==> src/rtl/pmc_pkg.sv <==
// Package: shared types, codes and constants for the pump mode controller.
package pmc_pkg;

    localparam int TIME_BITS = 32;
    localparam int CMP_W     = (TIME_BITS > 32) ? TIME_BITS : 32;

    localparam int CFG_DATA_W = 32;
    localparam int CFG_IDX_W  = 3;

    localparam logic [CFG_IDX_W-1:0] CFG_DEBOUNCE  = 3'd0;
    localparam logic [CFG_IDX_W-1:0] CFG_TIMEOUT   = 3'd1;
    localparam logic [CFG_IDX_W-1:0] CFG_INTERVAL  = 3'd2;
    localparam logic [CFG_IDX_W-1:0] CFG_THRESHOLD = 3'd3;
    localparam logic [CFG_IDX_W-1:0] CFG_ACT_LOW   = 3'd4;

    localparam logic [15:0] DEBOUNCE_RST  = 16'd1000;
    localparam logic [31:0] TIMEOUT_RST   = 32'd30000;
    localparam logic [15:0] INTERVAL_RST  = 16'd1000;
    localparam logic [6:0]  THRESHOLD_RST = 7'd50;
    localparam logic        ACT_LOW_RST   = 1'b1;

    localparam logic [1:0] ACT_TICK   = 2'd0;
    localparam logic [1:0] ACT_MODE   = 2'd1;
    localparam logic [1:0] ACT_REQ    = 2'd2;
    localparam logic [1:0] ACT_SAMPLE = 2'd3;

    localparam logic [1:0] MODE_OFF  = 2'd0;
    localparam logic [1:0] MODE_ON   = 2'd1;
    localparam logic [1:0] MODE_AUTO = 2'd2;
    localparam logic [1:0] MODE_IDLE = 2'd3;

    localparam logic [6:0] MODE_CODE_MAX = 7'd3;

    localparam logic [2:0] EV_NONE    = 3'd0;
    localparam logic [2:0] EV_ON      = 3'd1;
    localparam logic [2:0] EV_OFF     = 3'd2;
    localparam logic [2:0] EV_TIMEOUT = 3'd3;
    localparam logic [2:0] EV_BLOCKED = 3'd4;

    typedef struct packed {
        logic [1:0] action;
        logic [6:0] value;
    } t_in_req;

    typedef struct packed {
        logic       pump_on;
        logic       relay_level;
        logic [1:0] mode_now;
        logic [2:0] event_res;
    } t_out_res;

    typedef struct packed {
        logic [15:0] debounce_ms;
        logic [31:0] safety_timeout_ms;
        logic [15:0] update_interval_ms;
        logic [6:0]  moisture_threshold;
        logic        relay_invert;
    } t_cfg;

endpackage

==> src/rtl/pmc_cfg.sv <==
// Configuration register file for the pump mode controller.
module pmc_cfg (
    input  logic                             i_clk,
    input  logic                             i_rst_n,
    input  logic                             i_cfg_we,
    input  logic [pmc_pkg::CFG_IDX_W-1:0]    i_cfg_index,
    input  logic [pmc_pkg::CFG_DATA_W-1:0]   i_cfg_wdata,
    output pmc_pkg::t_cfg                    o_cfg
);

    pmc_pkg::t_cfg r_cfg;

    always_ff @(posedge i_clk) begin
        if (!i_rst_n) begin
            r_cfg.debounce_ms        <= pmc_pkg::DEBOUNCE_RST;
            r_cfg.safety_timeout_ms  <= pmc_pkg::TIMEOUT_RST;
            r_cfg.update_interval_ms <= pmc_pkg::INTERVAL_RST;
            r_cfg.moisture_threshold <= pmc_pkg::THRESHOLD_RST;
            r_cfg.relay_invert       <= pmc_pkg::ACT_LOW_RST;
        end else if (i_cfg_we) begin
            case (i_cfg_index)
                pmc_pkg::CFG_DEBOUNCE:  r_cfg.debounce_ms        <= i_cfg_wdata[15:0];
                pmc_pkg::CFG_TIMEOUT:   r_cfg.safety_timeout_ms  <= i_cfg_wdata[31:0];
                pmc_pkg::CFG_INTERVAL:  r_cfg.update_interval_ms <= i_cfg_wdata[15:0];
                pmc_pkg::CFG_THRESHOLD: r_cfg.moisture_threshold <= i_cfg_wdata[6:0];
                pmc_pkg::CFG_ACT_LOW:   r_cfg.relay_invert       <= i_cfg_wdata[0];
                default: ;
            endcase
        end
    end

    assign o_cfg = r_cfg;

endmodule

==> src/rtl/pmc_core.sv <==
// Controller state registers and the per-request next-state logic.
module pmc_core (
    input  logic              i_clk,
    input  logic              i_rst_n,
    input  logic              i_step,
    input  pmc_pkg::t_in_req  i_req,
    input  pmc_pkg::t_cfg     i_cfg,
    output pmc_pkg::t_out_res o_res
);

    localparam int TW = pmc_pkg::TIME_BITS;
    localparam int CW = pmc_pkg::CMP_W;

    logic [TW-1:0] r_clock,  n_clock;
    logic          r_run,    n_run;
    logic [1:0]    r_mode,   n_mode;
    logic [TW-1:0] r_start,  n_start;
    logic [TW-1:0] r_change, n_change;
    logic [TW-1:0] r_update, n_update;

    logic [TW-1:0] el_change;
    logic [TW-1:0] el_update;
    logic [TW-1:0] el_run;
    logic          blocked;
    logic          do_req;
    logic          want;
    logic          tmo;
    logic [2:0]    ev;

    assign el_change = r_clock - r_change;
    assign el_update = r_clock - r_update;
    assign el_run    = r_clock - r_start;
    assign blocked   = el_change < TW'(i_cfg.debounce_ms);

    always_comb begin
        n_clock  = r_clock;
        n_run    = r_run;
        n_mode   = r_mode;
        n_start  = r_start;
        n_change = r_change;
        n_update = r_update;
        do_req   = 1'b0;
        want     = 1'b0;
        tmo      = 1'b0;
        ev       = pmc_pkg::EV_NONE;

        case (i_req.action)
            pmc_pkg::ACT_TICK: begin
                n_clock = r_clock + TW'(1);
            end
            pmc_pkg::ACT_MODE: begin
                if (i_req.value <= pmc_pkg::MODE_CODE_MAX) begin
                    n_mode = i_req.value[1:0];
                    if (i_req.value[1:0] == pmc_pkg::MODE_OFF && r_run) begin
                        n_run = 1'b0;
                        ev    = pmc_pkg::EV_OFF;
                    end else if (i_req.value[1:0] == pmc_pkg::MODE_ON && !r_run) begin
                        n_run   = 1'b1;
                        n_start = r_clock;
                        ev      = pmc_pkg::EV_ON;
                    end else if (i_req.value[1:0] == pmc_pkg::MODE_AUTO &&
                                 r_mode != pmc_pkg::MODE_AUTO && r_run) begin
                        n_start = r_clock;
                    end
                end
            end
            pmc_pkg::ACT_REQ: begin
                do_req = 1'b1;
                want   = i_req.value != 7'd0;
            end
            default: begin
                if (el_update >= TW'(i_cfg.update_interval_ms)) begin
                    n_update = r_clock;
                    if (r_mode == pmc_pkg::MODE_AUTO) begin
                        if (r_run && CW'(el_run) > CW'(i_cfg.safety_timeout_ms)) begin
                            do_req = 1'b1;
                            tmo    = 1'b1;
                        end else if (!r_run && i_req.value < i_cfg.moisture_threshold) begin
                            do_req = 1'b1;
                            want   = 1'b1;
                        end else if (r_run && i_req.value > i_cfg.moisture_threshold) begin
                            do_req = 1'b1;
                        end
                    end
                end
            end
        endcase

        if (do_req) begin
            if (blocked) begin
                ev = pmc_pkg::EV_BLOCKED;
            end else if (want != r_run) begin
                n_run    = want;
                n_change = r_clock;
                if (want) begin
                    n_start = r_clock;
                    ev      = pmc_pkg::EV_ON;
                end else begin
                    ev = tmo ? pmc_pkg::EV_TIMEOUT : pmc_pkg::EV_OFF;
                end
            end
        end
    end

    always_ff @(posedge i_clk) begin
        if (!i_rst_n) begin
            r_clock  <= '0;
            r_run    <= 1'b0;
            r_mode   <= pmc_pkg::MODE_AUTO;
            r_start  <= '0;
            r_change <= '0;
            r_update <= '0;
        end else if (i_step) begin
            r_clock  <= n_clock;
            r_run    <= n_run;
            r_mode   <= n_mode;
            r_start  <= n_start;
            r_change <= n_change;
            r_update <= n_update;
        end
    end

    always_comb begin
        o_res.pump_on     = n_run;
        o_res.relay_level = i_cfg.relay_invert ? !n_run : n_run;
        o_res.mode_now    = n_mode;
        o_res.event_res   = ev;
    end

endmodule

==> src/rtl/pump_mode_controller.sv <==
// Top level: input register, controller core and result register.
// Path: a request held in the input register passes through the core into the result register on o_out_*.
// Throughput: one request per cycle; the input register takes a request whenever it is
// empty or its contents move on, so a held result stalls the input once both stages fill.
// Reset: synchronous, active low; clears both stages, state and configuration
// registers to their defaults (clock 0, pump off, auto mode).
module pump_mode_controller (
    input  logic                             i_clk,
    input  logic                             i_rst_n,
    input  logic                             i_in_valid,
    output logic                             o_in_stall,
    input  pmc_pkg::t_in_req                 i_in_data,
    output logic                             o_out_valid,
    input  logic                             i_out_stall,
    output pmc_pkg::t_out_res                o_out_data,
    input  logic                             i_cfg_we,
    input  logic [pmc_pkg::CFG_IDX_W-1:0]    i_cfg_index,
    input  logic [pmc_pkg::CFG_DATA_W-1:0]   i_cfg_wdata
);

    logic              r_in_valid;
    pmc_pkg::t_in_req  r_in_data;
    logic              r_out_valid;
    pmc_pkg::t_out_res r_out_data;

    logic              out_free;
    logic              step;
    pmc_pkg::t_cfg     cfg;
    pmc_pkg::t_out_res res;

    assign out_free   = !r_out_valid || !i_out_stall;
    assign step       = r_in_valid && out_free;
    assign o_in_stall = r_in_valid && !out_free;

    pmc_cfg u_cfg (
        .i_clk       (i_clk),
        .i_rst_n     (i_rst_n),
        .i_cfg_we    (i_cfg_we),
        .i_cfg_index (i_cfg_index),
        .i_cfg_wdata (i_cfg_wdata),
        .o_cfg       (cfg)
    );

    pmc_core u_core (
        .i_clk   (i_clk),
        .i_rst_n (i_rst_n),
        .i_step  (step),
        .i_req   (r_in_data),
        .i_cfg   (cfg),
        .o_res   (res)
    );

    always_ff @(posedge i_clk) begin
        if (!i_rst_n) begin
            r_in_valid <= 1'b0;
        end else if (!o_in_stall) begin
            r_in_valid <= i_in_valid;
        end
    end

    always_ff @(posedge i_clk) begin
        if (!o_in_stall && i_in_valid) begin
            r_in_data <= i_in_data;
        end
    end

    always_ff @(posedge i_clk) begin
        if (!i_rst_n) begin
            r_out_valid <= 1'b0;
        end else if (out_free) begin
            r_out_valid <= r_in_valid;
        end
    end

    always_ff @(posedge i_clk) begin
        if (step) begin
            r_out_data <= res;
        end
    end

    assign o_out_valid = r_out_valid;
    assign o_out_data  = r_out_data;

endmodule

==> config.mk <==
export PLATFORM = sky130hd
export DESIGN_NAME = pump_mode_controller
export DESIGN_NICKNAME = d
export VERILOG_FILES = /design/src/rtl/pmc_pkg.sv /design/src/rtl/pmc_cfg.sv /design/src/rtl/pmc_core.sv /design/src/rtl/pump_mode_controller.sv
export SDC_FILE = /design/constraint.sdc
export NUM_CORES = 1
export LEC_CHECK = 0
export ABC_AREA = 1
export BUFFER_PORTS_ARGS = -buffer_cell sky130_fd_sc_hd__buf_2
export CORE_UTILIZATION = 45
export CTS_BUF_LIST = sky130_fd_sc_hd__clkbuf_4
export DETAILED_ROUTE_END_ITERATION = 8
export PLACE_DENSITY = 0.6
export REMOVE_ABC_BUFFERS = 1
export SETUP_SLACK_MARGIN = 0.05
export SYNTH_ARGS = -nofsm -noshare
export SYNTH_HDL_FRONTEND = slang
export SYNTH_SLANG_ARGS = --single-unit
==> constraint.sdc <==
create_clock -name i_clk -period 5 [get_ports i_clk]
set_input_delay 0.25 -clock i_clk [delete_from_list [all_inputs] [get_ports i_clk]]
set_output_delay 0.25 -clock i_clk [all_outputs]
set_load 0.02 [all_outputs]
-- Yosys cells after proc, flatten, opt, wreduce, memory -nomap -nowiden
Cells that the tools add are included.
- register bits after elaboration: 221
- latch bits: 0
- memory bits (writable): 0
- bits in read-only memories: 0
- input bits: 49
- output and inout port bits: 9
- logic and storage cells: 116
- memories kept: 0
- add/sub/neg operators: 4
- multipliers: 0
- div/mod/pow operators: 0
- $lt $le $gt $ge: 6
- eq/ne operators: 11
- shift operators: 0
- mux-type cells: 43
- bitwise operators: 2
- reduce and logical (&&, ||, !) cells: 31
- operators with widths (cell ; number):
    $mux W32 ; 9
    $sub A32 B32 Y32 ; 3
    $add A32 B1 Y32 const B ; 1
    $ge A32 B16 Y1 ; 1
    $gt A32 B32 Y1 ; 1
    $lt A32 B16 Y1 ; 1
    $mux W1 ; 23
    $mux W3 ; 7
    $reduce_and A2 Y1 ; 6
    $logic_and A1 B1 Y1 ; 10
    $gt A7 B7 Y1 ; 1
    $le A7 B2 Y1 const B ; 1
    $lt A7 B7 Y1 ; 1
    $reduce_bool A7 Y1 ; 1
    $eq A2 B2 Y1 const B ; 3
    $eq A3 B2 Y1 const B ; 2
    $logic_not A1 Y1 ; 6
    $eq A2 B1 Y1 const B ; 2
    $logic_not A2 Y1 ; 2
    $mux W2 ; 2
    $pmux W1 S2 ; 2
    $reduce_and A4 Y1 ; 1
    $eq A3 B1 Y1 const B ; 1
    $eq A3 B3 Y1 const B ; 1
    other kinds (8) ; 9

-- Longest topological paths before layout
Gate-level depths: netlist (run 1).
- depth after elaboration: 13
- depth in mapped cells: 34
- depth with buffers taken out: 33

-- Cells and area by module
From an unflattened synthesis (run 1), not the netlist that was laid out.
- cell total of the unflattened synthesis: 2854
- area, all modules: 17907.2 um2
- by module, submodules not included (module ; instances ; cells each ; area each (um2) ; seq. area each (um2)):
    pmc_core ; 1 ; 2413 ; 14420.1 ; 2622.5
    pmc_cfg ; 1 ; 412 ; 2911.5 ; 1441.4
    pump_mode_controller ; 1 ; 29 ; 575.6 ; 520.5

-- Worst setup path after synthesis (run 1)
OpenSTA, ideal clock, no wires.
- kind: flip-flop to flip-flop
- start point: register u_core.r_clock[0]
- end point: register u_core.r_change[26]
- setup time: 0.113 ns
- data arrival time: 4.559 ns
- required time: 4.887 ns
- slack: 0.328 ns
- stages on the path, launching flop included: 35
- path buffers: 1
- period minus slack after synthesis: 4.672 ns
- path through: dfxtp_1 -> inv_1 -> ha_1 -> inv_1 -> fa_1 -> nand3_1 -> nand2_1 -> nand2_1 -> o211ai_1 -> nand2_1 -> nand2_1 -> a21boi_0 -> o21bai_1 -> nand3_1 -> o21ai_0 -> a21boi_0 -> o21ai_0 -> xor2_1 -> ha_1 -> nand2_1 -> nor2_1 -> nand2_1 -> nor3_1 -> nand2_1 -> nand2_1 -> nand2_1 -> a21oi_1 -> nand2_1 -> a21oi_4 -> nand2_2 -> nor2_8 -> buf_4 -> nand2_1 -> nand2_1 -> nor2_1
- cells in the longest elaborated chain, start to end: 9
- elaborated cells between the ends (all ways): 18
- classes of those cells: add/sub: 3; order compare: 3; eq/ne: 1; mux: 8; bitwise: 1; reduce/logical: 2
- ends and longest elaborated chain (element ; line ; text):
    start, declared ; pmc_core.sv:14 ; logic [TW-1:0] r_clock, n_clock;
    start signal, assigned ; pmc_core.sv:114 ; r_clock <= n_clock;
    $sub A32 B32 Y32 ; pmc_core.sv:32 ; assign el_run = r_clock - r_start;
    $gt A32 B32 Y1 ; pmc_core.sv:75 ; if (r_run && CW'(el_run) > CW'(i_cfg.safety_timeout_ms)) begin
    $logic_and A1 B1 Y1 ; pmc_core.sv:75 ;
    $mux W1 ; pmc_core.sv:75 ;
    $mux W1 ; pmc_core.sv:74 ; if (r_mode == pmc_pkg::MODE_AUTO) begin
    $mux W1 ; pmc_core.sv:72 ; if (el_update >= TW'(i_cfg.update_interval_ms)) begin
    $pmux W1 S2 ; pmc_core.sv:47 ; case (i_req.action)
    $ne A1 B1 Y1 ; pmc_core.sv:92 ; end else if (want != r_run) begin
    $reduce_and A4 Y1 (no line) (*) ; n/a ;
    end signal, assigned ; pmc_core.sv:118 ; r_change <= n_change;
    end, declared ; pmc_core.sv:18 ; logic [TW-1:0] r_change, n_change;
Mark *: on every way between the ends. The rest lies on a longest branch, timed or not.
A chain may end at the register's enable or synchronous reset.

-- Worst setup path after layout (run 1)
- start point: register u_core.r_clock[0]
- end point: register u_core.r_change[5]
Same word-level chain as after synthesis.

==> impl_metrics.ini, run 1 <==
[status]
status = completed

[die]
fp.dieH_um = 199.0
pin_count = 58
die_area_um2 = 39620
start_util_pct = 46.06
rows = 71
die_w_um = 199.0
fp.coreArea_um2 = 37930

[setup_path]
crit_cells = 33
cp.arrival_ns = 5.33
cp-endpoint = u_core.r_change[5]
crit_start = u_core.r_clock[0]
end_kind = register
critPathLaunchType = register
crit_buf_inv = 4
path_max_fanout = 7
criticalPathCategory = register to register
cpMostUsedCell = nand2_1
cp_top_family = simple AND/OR/NAND/NOR gates
ff2ff_path_depth = 33
r2r_slack_ns = 0.27
critPathRequiredTime_ns = 5.60
r2r-end = u_core.r_change[5]
worst_r2r_startpoint = u_core.r_clock[0]
cp_slowest_stage_delay_ns = 0.35
crit_path_top_delay_cell = fa_2

[clocking]
clock-sinks = 221
clockBufferDepth = 3
clk_pin_slew_ns = 0.06
root_buffer = clkbuf_4
clkLatencyLatePin_ns = 0.75
cts_buffers = 69
htree_levels = 3
cts_tree = yes

[grt]
antenna_found_initial = 1
track_usage_pct = 27.96
grt_pass1_wl_mm = 86.51
grt_max_degree = 89
grt.overflow.total = 0
grt_pass1_vias = 17440

[place]
dp_cells = 3404
gp_congestion = 0.9733
numPortBuffers = 57
hpwl_mm = 42.32

[min_path]
holdCritPathClass = input pin to register

[routing]
drtIter0Drc = 1010
via_per_inst = 5.082
avgRoutedWirePerCell_um = 15.29
final_antenna_net_count = 0
drc_errors = 0
wl_mm = 54.96
wl_met3_mm = 2.434
dr_total_vias = 18270
wl_met1_mm = 25.63
wl_met2_mm = 25.08
highest_layer = met4
dr.pass1.iters = 5

[synthesis]
syn_area_um2 = 17470
syn_avg_cell_area_um2 = 6.163
synth_warnings = 0
syn_inst = 2835
yosysSeqAreaShare_pct = 26.24
synth_seq_cells = 221
synth_cell_types = 48

[flow_run]
drv.max_cap_violation_count = 0

[sta]
fmax_mhz = 211.6
finalSetupViolCount = 0
tightest_slew_ns = 0.9388
slew_headroom_pct = 37.41
finalClockSkew_ns = 0.07855
fin_hold_ws_ns = 0.1459
post-route-min-period_ns = 4.725
slew_violations = 0
finalHoldViolCount = 0
post-route-period-util_pct = 94.50

[finish]
seq_area_um2 = 4589
layout_commonest_cell = nand2_1
layout_common_cells = nand2_1 (783), inv_1 (536), a21oi_1 (242)
drive_gt1_share_pct = 10.25
final-instance-count-excl-fill = 3594
fillers = 3998
fin_nets = 3260
syn_to_final_growth_pct = 17.65
multi_input_area_um2 = 10810

[pwr]
p_total_uw = 5506
power.leakage_uw = 0.01023
power_density_nw_per_um2 = 267.9
vdd_ir_drop_max_uv = 213.1
-- worst register-to-register path: cells and delay by family (launching register included) --
kind            cells  cell delay [ns]
compound gates      7             1.16
xor+xnor            1             0.16
fa+ha+maj           3             0.82
buf+inv             4             0.39
flops               1             0.32
simple gates       18             1.72
-- through the flow --
stage / util (%) / instance area (um^2) / setup slack [ns] / setup TNS (ns)
global route: 54.19 / 20550 / -0.01141 / -0.02943
CTS: 53.17 / 20170 / 0.05230 / 0
detailed placement: 49.27 / 18690 / -0.2480 / -13.40
finish: 54.19 / 20550 / 0.2749 / 0
global placement: 49.27 / 18690 / -0.03357 / -0.4270
floorplan: - / 17190 / -0.5694 / -23.84
-- synthesized netlist by cell type, drive strengths merged --
cell	n	share of area, %
a2111oi	2	0.10
a211oi	8	0.34
a21boi	4	0.17
a21o	4	0.17
a21oi	250	7.2
a31oi	7	0.25
a41oi	1	0.050
and2	2	0.072
and3	1	0.036
buf	17	0.54
clkbuf	51	1.1
clkinv	2	0.043
dfxtp	205	23
edfxtp	16	2.7
fa	3	0.34
ha	164	12
inv	544	12
nand2	793	17
nand3	159	4.6
nand3b	5	0.21
nand4	30	1.1
nor2	246	5.5
nor3	33	0.95
nor3b	1	0.043
nor4	11	0.43
nor4b	1	0.050
o2111ai	1	0.050
o211ai	25	1.1
o21a	6	0.26
o21ai	164	4.7
o21bai	5	0.21
o311ai	1	0.050
o31ai	3	0.13
or2	3	0.11
xnor2	15	0.75
xor2	52	2.6
-- worst min path at each step --
| stage | cells after the start | slack [ns] | startpoint | end |
|---|---|---|---|---|
| final | 3 | 0.15 | i_rst_n | u_core.r_change[24] |
| after global routing | 3 | 0.11 | i_rst_n | u_core.r_change[17] |
| after CTS | 3 | 0.06 | i_rst_n | u_core.r_change[31] |
| after detailed placement | 1 | 0.43 | i_in_data[8] | r_in_data[8] |
| after global placement | 1 | 0.43 | i_in_data[3] | r_in_data[3] |
| after floorplan | 1 | 0.35 | i_rst_n | u_cfg.o_cfg[11] |
-- routing by layer --
layer,global-route usage [%],vias to the layer above
met4,11.14,0
met1,36.47,8291
met3,3.815,112
met2,46.30,416
li1,-,9447
met5,0,-
-- flip-flops by register name, summed over array words and instances, names as in the netlist, 2 cells and up --
register and count:
u_core.r_clock 32, u_core.r_mode 2, r_in_data 9, u_cfg.o_cfg 72, u_core.r_change 32, o_out_data 7
u_core.r_update 32, u_core.r_start 32
-- power breakdown --
group          switching (uW)  total (uW)  internal, uW
sequential               26.2        1870          1840
clock                     830        1770           938
combinational            1150        1870           719
total                    2010        5510          3500
-- cell families (layout without fill, tap and decap cells) --
family,after synthesis,count (layout),share of synthesized area (%)
other,0,1,0
buffers and inverters,614,860,13.36
and+or+nand+nor,1285,1286,30.14
AOI/OAI and AO/OA,481,481,14.81
adders and majority gates,167,167,12.09
xor gates and xnor gates,67,67,3.359
DFF,221,221,26.24
-- area by class of cell --
class / count / share of cell area [%]
multi-input cells: 2001 / 52.59
flip-flops and latches: 221 / 22.33
inverters: 546 / 9.971
repair buffers: 205 / 8.041
clock buffers: 91 / 3.324
well taps: 511 / 3.111
clock inverters: 18 / 0.6270
diodes: 1 / 0.01217
-- what timing repair did --
item                                    4_1_cts  5_1_grt
setup buffers                                 7        8
gates cloned                                  0        6
hold buffers                                 59        0
gates resized for setup                      14       57
endpoints found under the setup margin       69       70
hold endpoints to repair                     85        0
pin swaps                                     5       27
(Power assumes the default switching activity.)
==> run 2, diff against run 1 <==
ABC_AREA = unset   (was 1)
==> run 2 against run 1 <==
The run now ends with setup timing left. Critical path depth is 4 lower. Clock skew is 0.039 ns lower. Worst setup slack worse by 0.59 ns. Non-clock buffer count is 156 higher. Final cell count is 14% lower. Clock power is 6% lower. Register-to-register slack worse by 0.59 ns. Synthesized cell count is 22% lower. Combinational power is 84% lower. Sequential share of layout area is 1.6 points lower. Count of clock-buffer cells in the layout is 1 higher. Critical path type unchanged. Highest routed layer unchanged.
==> impl_metrics.ini, run 2 <==
[grt]
antenna_found_initial = 2
grt.overflow.total = 0
track_usage_pct = 27.73
grt_pass1_vias = 16330
grt_pass1_wl_mm = 85.60
grt_max_degree = 95

[pwr]
switching_share_pct = 26.99
p_int_uw = 2763
power.leakage_uw = 0.009681
power_frac_seq_pct = 48.1
clkPwrFrac_pct = 43.8
p_total_uw = 3784
vdd_ir_drop_max_uv = 213.9
combinationalPowerShare_pct = 8.1
p_sw_uw = 1021
power_density_nw_per_um2 = 171.2

[synthesis]
yosys_most_used_dff = dfxtp_1
async_reset_ff_share_pct = 0
syn_avg_cell_area_um2 = 7.796
yosys.cell_count.top_type = nand2_1
yosysTopAreaCell = dfxtp_1
syn_inst = 2210
yosysTopAreaCellShare_pct = 23.82
synth_seq_cells = 221
synth.area.top_cells = dfxtp_1 (24%), ha_1 (12%), nand2_1 (6.5%), a21oi_1 (6.0%), inv_1 (4.3%)
syn_area_um2 = 17230
synth_edf_count = 16
yosysSeqAreaShare_pct = 26.61
yosys-top-cells-count = nand2_1 (300), a21oi_1 (205), dfxtp_1 (205), inv_1 (196), ha_1 (164)
synth_cell_types = 104
synth_warnings = 0

[clocking]
cts_buffers = 61
htree_levels = 2
clkLatencyLatePin_ns = 0.81
clockBufferDepth = 3
clk_pin_slew_ns = 0.07
clock-sinks = 221
cts_tree = yes
root_buffer = clkbuf_4

[sta]
rsz0062_at_grt = true
post-route-min-period_ns = 5.314
finalSetupViolCount = 98
fmax_mhz = 188.2
slew_violations = 0
slew_headroom_pct = 25.41
setup_slack_ns = -0.3137
finalHoldViolCount = 0
tightest_slew_ns = 1.118
finalClockSkew_ns = 0.03928
post-route-period-util_pct = 106.3

[die]
pin_count = 58
start_util_pct = 45.74
die_w_um = 197.7
die_area_um2 = 39070
rows = 71
fp.coreArea_um2 = 37670
fp.dieH_um = 197.7

[setup_path]
crit_buf_inv = 4
criticalPathCategory = register to register
path_max_fanout = 8
cpMostUsedCell = a21oi_2
crit_path_top_delay_cell = fa_2
cp_top_family = compound AO/OA/AOI/OAI gates
critPathLaunchType = register
cp_slowest_stage_delay_ns = 0.33
cp.arrival_ns = 6.00
critPathRequiredTime_ns = 5.69
end_kind = register

[finish]
largest_register_ffs = 72
fin_nets = 2749
syn_to_final_growth_pct = 28.29
layout_commonest_cell = nand2_1
drive_gt1_share_pct = 22.85
layout_common_cells = nand2_1 (299), dfxtp_1 (201), inv_1 (193)

[routing]
avgRoutedWirePerCell_um = 18.12
drc_errors = 0
final_antenna_net_count = 0
drtIter0Drc = 896
dr_total_vias = 17140
dr.pass1.iters = 7
via_per_inst = 5.544
wl_mm = 56.00

[place]
gp_congestion = 0.9213
hpwl_mm = 39.22
numPortBuffers = 57
place_ws_ns = -1.084

[min_path]
holdCritPathClass = input pin to register

[status]
status = complete, but fails checks
violations = setup timing

[flow_run]
drv.max_cap_violation_count = 0
run 2: cell count changes after synthesis, moves of 31 or more:
cell / previous run / this run
a21boi_0: 4 / 58
a21o_1: 4 / 51
a21oi_1: 248 / 205
and2_1: 2 / 33
inv_1: 540 / 196
mux2i_1: 0 / 42
nand2_1: 790 / 300
nand3_1: 157 / 81
nor2_1: 238 / 154
nor2b_1: 0 / 49
o21ai_0: 163 / 68
xnor2_1: 15 / 70
run 2: stage by stage:
step	hold slack [ns]	instances	utilization, %	area, um^2	TNS (ns)
floorplan	0.3119	2108	-	16710	-65.73
global placement	0.4265	2856	50.65	19080	-49.69
detailed placement	0.4281	2856	50.65	19080	-58.86
CTS	0.08719	3060	55.96	21080	-33.19
global route	0.1094	3091	58.68	22100	-37.12
finish	0.1668	3091	58.68	22100	-19.23
run 2: path summary, 6_finish.rpt:
| kind | startpoint | to | slack (ns) | cells after the start |
|---|---|---|---|---|
| setup / recovery | u_core.r_clock[0] | u_core.r_change[15] | -0.31 | 29 |
| hold reg to reg | u_core.r_change[8] | u_core.r_change[8] | 0.46 | 2 |
| setup reg to reg | u_core.r_clock[0] | u_core.r_change[15] | -0.31 | 29 |
| hold / removal | i_in_data[1] | r_in_data[1] | 0.17 | 2 |
run 2: area by class of cell:
cell class	instances	area, um^2
Fill cell	3498	15560
Inverter	197	739.5
Sequential cell	221	4589
Timing Repair Buffer	361	3144
Clock inverter	16	67.56
Tap cell	511	639.4
Antenna cell	2	5.005
Multi-Input combinational cell	1691	12230
Clock buffer	92	690.7
run 2: worst register-to-register path: cells and delay by family (launching register included):
kind                       cells  cell delay (ns)
AOI/OAI and AO/OA             15             2.57
DFF                            1             0.32
xor gates and xnor gates       1             0.15
muxes                          1             0.12
adders and majority gates      3             0.73
and+or+nand+nor                5             0.72
buffers and inverters          4             0.59
run 2: power by group through the flow:
stage                     Sequential (uW)  Combinational [uW]  Clock [uW]
after CTS                            1820                 278        1710
after detailed placement             1860                 232           0
final                                1820                 306        1660
after global routing                 1820                 329        1800
after global placement               1860                 229           0
after floorplan                      1860                 109           0
run 2: cell families after synthesis:
kind of cell,synth area share [%]
DFF,26.61
adders and majority gates,12.26
buffers and inverters,7.291
xor gates and xnor gates,5.033
muxes,2.636
AOI/OAI and AO/OA,24.34
and+or+nand+nor,21.83
run 2: timing repair:
| action | in CTS | in global routing |
|---|---|---|
| endpoints found under the setup margin | 102 | 102 |
| resized for setup | 44 | 153 |
| hold buffers | 80 | 0 |
| hold endpoints to repair | 122 | 0 |
| pin swaps | 40 | 107 |
| gates cloned | 4 | 8 |
| setup buffers | 12 | 24 |
run 2: routing by layer:
metal	vias to the layer above	global-route usage, %	wire, um
li1	8480	-	-
met1	8123	36.37	25290
met2	438	44.81	25860
met3	94	6.181	3334
met4	0	9.159	1520
met5	-	0	0
